## src/rtl/vfcm_pkg.sv

```systemverilog
`timescale 1ns / 1ps
package vfcm_pkg;

	localparam int CHUNK_SIZE_DEF   = 16;
	localparam int CHUNK_HEIGHT_DEF = 256;

	localparam int TYPE_W = 8;
	localparam int CFG_W  = 16;
	localparam int POS_W  = 22;
	localparam int Y_W    = 10;
	localparam int CW     = 11;	// signed neighbor coordinate
	localparam int NFACE  = 6;
	localparam int NVERT  = 6;
	localparam int NSLOT  = NFACE + 1;

	typedef enum logic [1:0] {
		CMD_SET  = 2'd0,
		CMD_READ = 2'd1,
		CMD_MESH = 2'd2
	} cmd_t;

	typedef enum logic [1:0] {
		CFG_CHUNK_X = 2'd0,
		CFG_CHUNK_Z = 2'd1,
		CFG_AIR     = 2'd2,
		CFG_WATER   = 2'd3
	} cfg_idx_t;

	typedef enum logic [3:0] {
		ST_CLEAR,
		ST_IDLE,
		ST_WRITE,
		ST_READ,
		ST_RD_DATA,
		ST_GATHER,
		ST_WAIT,
		ST_EVAL,
		ST_EMIT
	} state_t;

	// read slots: block itself, then one per face
	localparam logic [2:0] SLOT_SELF  = 3'd0;
	localparam logic [2:0] SLOT_UP    = 3'd1;
	localparam logic [2:0] SLOT_DOWN  = 3'd2;
	localparam logic [2:0] SLOT_FRONT = 3'd3;
	localparam logic [2:0] SLOT_BACK  = 3'd4;
	localparam logic [2:0] SLOT_LEFT  = 3'd5;
	localparam logic [2:0] SLOT_RIGHT = 3'd6;

	localparam logic [2:0] LAST_VERT = 3'(NVERT - 1);

	typedef struct packed {
		logic [TYPE_W-1:0] air;
		logic [TYPE_W-1:0] water;
	} codes_t;

	// corner sign bits: 1 means +half, 0 means -half
	typedef struct packed {
		logic px;
		logic py;
		logic pz;
		logic u;
		logic v;
	} corner_t;

	typedef struct packed {
		logic       found;
		logic [2:0] idx;
	} pick_t;

	localparam corner_t CORNER_TAB [NFACE][NVERT] = '{
		'{5'b01100, 5'b11110, 5'b11011, 5'b01100, 5'b11011, 5'b01001},
		'{5'b00101, 5'b00000, 5'b10010, 5'b00101, 5'b10010, 5'b10111},
		'{5'b00100, 5'b10110, 5'b11111, 5'b00100, 5'b11111, 5'b01101},
		'{5'b10000, 5'b00010, 5'b01011, 5'b10000, 5'b01011, 5'b11001},
		'{5'b00000, 5'b00110, 5'b01111, 5'b00000, 5'b01111, 5'b01001},
		'{5'b10100, 5'b10010, 5'b11011, 5'b10100, 5'b11011, 5'b11101}
	};

	function automatic pick_t lowest_set(input logic [NFACE-1:0] mask);
		pick_t p;
		p = '0;
		for (int i = NFACE - 1; i >= 0; i--) begin
			if (mask[i]) begin
				p.found = 1'b1;
				p.idx   = 3'(i);
			end
		end
		return p;
	endfunction

	function automatic logic [NFACE-1:0] above(input logic [2:0] face);
		logic [NFACE-1:0] m;
		for (int i = 0; i < NFACE; i++) begin
			m[i] = 3'(i) > face;
		end
		return m;
	endfunction

endpackage

```

## src/rtl/vfcm_cull.sv

```systemverilog
`timescale 1ns / 1ps
module vfcm_cull (
	input  vfcm_pkg::codes_t                codes,
	input  logic [vfcm_pkg::TYPE_W-1:0]     self_type,
	input  logic [vfcm_pkg::TYPE_W-1:0]     nb [vfcm_pkg::NFACE],
	output logic [vfcm_pkg::NFACE-1:0]      draw
);

	logic                        self_solid;
	logic                        self_water;
	logic [vfcm_pkg::NFACE-1:0]  nb_air;
	logic [vfcm_pkg::NFACE-1:0]  nb_water;
	logic [vfcm_pkg::NFACE-1:0]  nb_solid;

	always_comb begin
		self_solid = (self_type != codes.air) && (self_type != codes.water);
		self_water = self_type == codes.water;
		for (int f = 0; f < vfcm_pkg::NFACE; f++) begin
			nb_air[f]   = nb[f] == codes.air;
			nb_water[f] = nb[f] == codes.water;
			nb_solid[f] = !nb_air[f] && !nb_water[f];
			draw[f] = nb_air[f]
				|| (self_solid && nb_solid[f] && (self_type != nb[f]))
				|| (self_solid && nb_water[f])
				|| (self_water && nb_solid[f]);
		end
	end

endmodule

```

## config.mk

```make
export PLATFORM = sky130hd
export DESIGN_NAME = vfcm_cull
export DESIGN_NICKNAME = d
export VERILOG_FILES = /design/src/rtl/vfcm_pkg.sv /design/src/rtl/vfcm_cull.sv
export SDC_FILE = /design/constraint.sdc
export NUM_CORES = 1
export LEC_CHECK = 0
export ABC_CLOCK_PERIOD_IN_PS = 1550
export BUFFER_PORTS_ARGS = -buffer_cell sky130_fd_sc_hd__buf_2
export CAP_MARGIN = 0
export CELL_PAD_IN_SITES_DETAIL_PLACEMENT = 0
export CELL_PAD_IN_SITES_GLOBAL_PLACEMENT = 1
export CORE_UTILIZATION = 38
export DETAILED_ROUTE_END_ITERATION = 6
export GPL_ROUTABILITY_DRIVEN = 0
export GPL_TIMING_DRIVEN = 0
export PLACE_DENSITY = 0.95
export REMOVE_ABC_BUFFERS = 1
export SLEW_MARGIN = 20
export SYNTH_ARGS = -nofsm -noshare
export SYNTH_HDL_FRONTEND = slang
export SYNTH_SLANG_ARGS = --single-unit
export TNS_END_PERCENT = 30
```

## constraint.sdc

```tcl
create_clock -name vclk -period 1.55
set_input_delay 0.0775 -clock vclk [all_inputs]
set_output_delay 0.0775 -clock vclk [all_outputs]
set_load 0.05 [all_outputs]
```

==> Word-level counts from Yosys, hierarchy flattened <==
Index checks and enable logic that the tools add are counted.
{ "totals": {"reg_bits": 0, "wordCells": 82} }
{ "op_classes": {"n_eq_ne": 21, "reduce_logical": 61} }
{ "op_table": {"columns": ["operator", "n"], "rows": [
  ["$eq 8x8->1", 13],
  ["$ne 8x8->1", 8],
  ["$logic_and 1x1->1", 31],
  ["$logic_or 1x1->1", 18],
  ["$logic_not 1->1", 12]
]} }

==> Longest topological paths before layout <==
{ "depth": {"depth_word": 8, "depth_mapped": 5, "mapped_depth_nobuf": 4} }

==> Least setup slack after synthesis <==
OpenSTA, ideal clock, no wires.
{ "synth_timing": {"path_kind": "input port to output port", "start": "in codes[1] (netlist bit)", "end": "out draw[1] (netlist bit)", "arrival_ps": 2057, "t_required_ps": 1472, "setup_slack_ps": -584, "stages": 5, "path_cell_list": "buf_2 -> xor2_1 -> nor4_4 -> and2_4 -> o311ai_1"} }
{ "synth_between": {"elab_chain_cells": 8, "elab_cells_between_ends": 13} }
{ "synth_rtl": {"columns": ["item", "line_no", "rtl"], "rows": [
  ["from (decl)", "vfcm_cull.sv:3", "input vfcm_pkg::codes_t codes,"],
  ["$eq 8x8->1", "vfcm_cull.sv:20", "nb_water[f] = nb[f] == codes.water;"],
  ["$logic_not 1->1", "vfcm_cull.sv:21", "nb_solid[f] = !nb_air[f] && !nb_water[f];"],
  ["$logic_and 1x1->1", "vfcm_cull.sv:21", null],
  ["$logic_and 1x1->1 (2 in a row)", "vfcm_cull.sv:23", "|| (self_solid && nb_solid[f] && (self_type != nb[f]))"],
  ["$logic_or 1x1->1", "vfcm_cull.sv:23", null],
  ["$logic_or 1x1->1", "vfcm_cull.sv:24", "|| (self_solid && nb_water[f])"],
  ["$logic_or 1x1->1 *", "vfcm_cull.sv:25", "|| (self_water && nb_solid[f]);"],
  ["to (decl)", "vfcm_cull.sv:6", "output logic [vfcm_pkg::NFACE-1:0] draw"]
]} }
Every way passes the cells marked *; elsewhere a longest branch is shown, timed or not.

==> Worst setup path after layout <==
{ "layout_timing": {"start": "in codes[4] (netlist bit)", "end": "out draw[4] (netlist bit)"} }
The elaborated chain is that of the path after synthesis.

==> flow_summary.toml <==
[outcome]
run_status = "completed"

[final_layout]
regArea_sq_um = 0
syn_to_final_growth_pct = 31.0
drive_gt1_frac = 0.340
n_clock_buffer = 0
nNetsFinal = 395
diodes = 0
seq_cells = 0
num-fill-cells = 525

[setup_path]
cp_data_arrival_time_ns = 1.46
start_kind = "input port"
slowest_stage = "nor4_4"
path_cells = "clkbuf_4, xor2_2, nor4_4, buf_4, o211ai_1, o311ai_1, buf_4"
critPathBufInv = 3
path_common_cell = "buf_4"
cp_max_fo = 7
worstSetupPathType = "input port to output pin"
critPathTopFamily = "buffers and inverters"
required_ns = 1.47
critPathMaxStageDelay_ns = 0.30
endpoint_kind = "output pin"

[global_route]
grt_max_degree = 9
grt_overflow_total = 0
globalRouteTotalUtil = 0.240
antenna_found_initial = 0
grt_pass1_vias = 1922
grt_pass1_wl_um = 10000

[floorplan]
num_rows = 26
start_util = 0.399
io_pins = 78
die_h_um = 75.5
core_area_sq_um = 5140
die_w_um = 75.5
dieArea_sq_um = 5700

[synth]
synthAdderAreaFrac = 0
ys_top_cells_by_count = "102 x xor2_1, 56 x xnor2_1, 24 x nor4_1, 14 x buf_2, 14 x nand4_1"
syn_area_per_cell_sq_um = 8.21
netlist_area_sq_um = 2050
postSynthCellCount = 250
yosysMostFrequentCell = "xor2_1"
yosys.area_share.simple = 0.154
synth_xor_area_frac = 0.690
ys_warn_count = 0
synth-compound-area-share = 0.0768
synth_top_family_by_area = "XOR/XNOR gates"
ys_seq_area_frac = 0
synthTopCellsByArea = "xor2_1 44%, xnor2_1 24%, nor4_1 7.3%"
synthMuxAreaShare = 0
yosysTopAreaCell = "xor2_1"
yosysTopAreaCellShare = 0.435
synth_cell_types = 15

[pwr]
vdd_drop_max_uv = 176
internal_power_w = 0.000359
power_switching_w = 0.000420
sw_frac_of_total = 0.539
powerDensity_nw_per_um2 = 290
seq_power_share = 0
p_comb_frac = 1.000
p_leak_nw = 1.11
power.share.clock = 0

[placement]
dp_slack_ns = -0.267
port_buffers = 78
hpwl_um = 5040

[clock_network]
hold_buffers = 0

[timing]
maxSlewViolCount = 0
finalSetupViolations = 0
timing.final.crit_share = 0.992
worst_pin_slew_ns = 0.324
rsz0062_at_grt = "yes"
setup_ws_ns = 0.0124
fmax_mhz = 650
hold_viol = 0
period_minus_slack_ns = 1.54
slew_headroom = 0.781
setup_tns_ns = 0

[hold_path]
hold_path.class = "input port to output pin"

[drt]
drcViolationCount = 0
postRouteAntennaNets = 0
vias = 2100
via_per_inst = 5.37
post_drt_wl_per_cell_um = 17.7
firstDrtPassIters = 4
wirelength_um = 6940
drt_iter0_markers = 131

[run]
maxCapViolations = 0
==> cells by family after synthesis <==
kind of cell | after synthesis
AOI/OAI and AO/OA | 18
xor gates and xnor gates | 160
buffers and inverters | 24
and+or+nand+nor | 48
==> layout make-up <==
| type | count | area [sq um] | area share |
|---|---|---|---|
| multi-input combinational | 226 | 1980 | 0.736 |
| timing repair buffer | 95 | 622 | 0.231 |
| tap | 70 | 87.6 | 0.0326 |
==> cell usage in the layout (no fill, tap or decap), types with 3 or more instances in the layout <==
| master | synthesis | final |
|---|---|---|
| buf_4 | 5 | 26 |
| xor2_1 | 102 | 97 |
| o311ai_1 | 6 | 4 |
| nor4_1 | 24 | 24 |
| buf_12 | 0 | 3 |
| buf_6 | 5 | 5 |
| o211ai_1 | 6 | 6 |
| xor2_2 | 2 | 5 |
| o211a_1 | 6 | 6 |
| nand4_1 | 14 | 14 |
| xnor2_1 | 56 | 55 |
| buf_2 | 14 | 59 |
| nand2_1 | 6 | 6 |
==> worst paths after layout <==
check	from	to	cells after the start	slack, ns
worst max-delay path	codes[4]	draw[4]	7	0.01
worst min-delay path	nb[44]	draw[0]	6	0.79
==> tightest hold or removal path, delay by kind of cell <==
| family | cells | cell delay [ns] |
|---|---|---|
| simple gates | 1 | 0.09 |
| buf+inv | 2 | 0.28 |
| compound gates | 2 | 0.19 |
| xor+xnor | 1 | 0.07 |
==> power by group through the flow <==
stage / sequential (W) / combinational (W) / clock (W)
global route: 0 / 0.000836 / 0
detailed placement: 0 / 0.000688 / 0
CTS: 0 / 0.000717 / 0
floorplan: 0 / 0.000367 / 0
global placement: 0 / 0.000675 / 0
finish: 0 / 0.000779 / 0
==> what timing repair did <==
action                     in CTS  in global routing
resized for setup              18                 32
pin swaps                       2                  4
setup endpoints to repair       6                  6
buffers inserted                5                 12
==> metrics by stage <==
step	std cells	hold WS, ns	utilization	total power (W)	area, sq um
after floorplan	226	0.734	-	0.000367	1890
after CTS	379	0.805	0.482	0.000717	2470
final	391	0.787	0.523	0.000779	2690
after global routing	391	0.832	0.523	0.000836	2690
after detailed placement	374	0.827	0.461	0.000688	2370
after global placement	374	0.824	0.461	0.000675	2370
==> routing by layer <==
| layer | global-route usage | wire length [um] |
|---|---|---|
| met5 | 0 | 0 |
| met4 | 0.0309 | 74 |
| met3 | 0.0238 | 626 |
| met2 | 0.401 | 3300 |
| met1 | 0.343 | 2940 |
No activity file was read; power rests on OpenSTA's default activity.
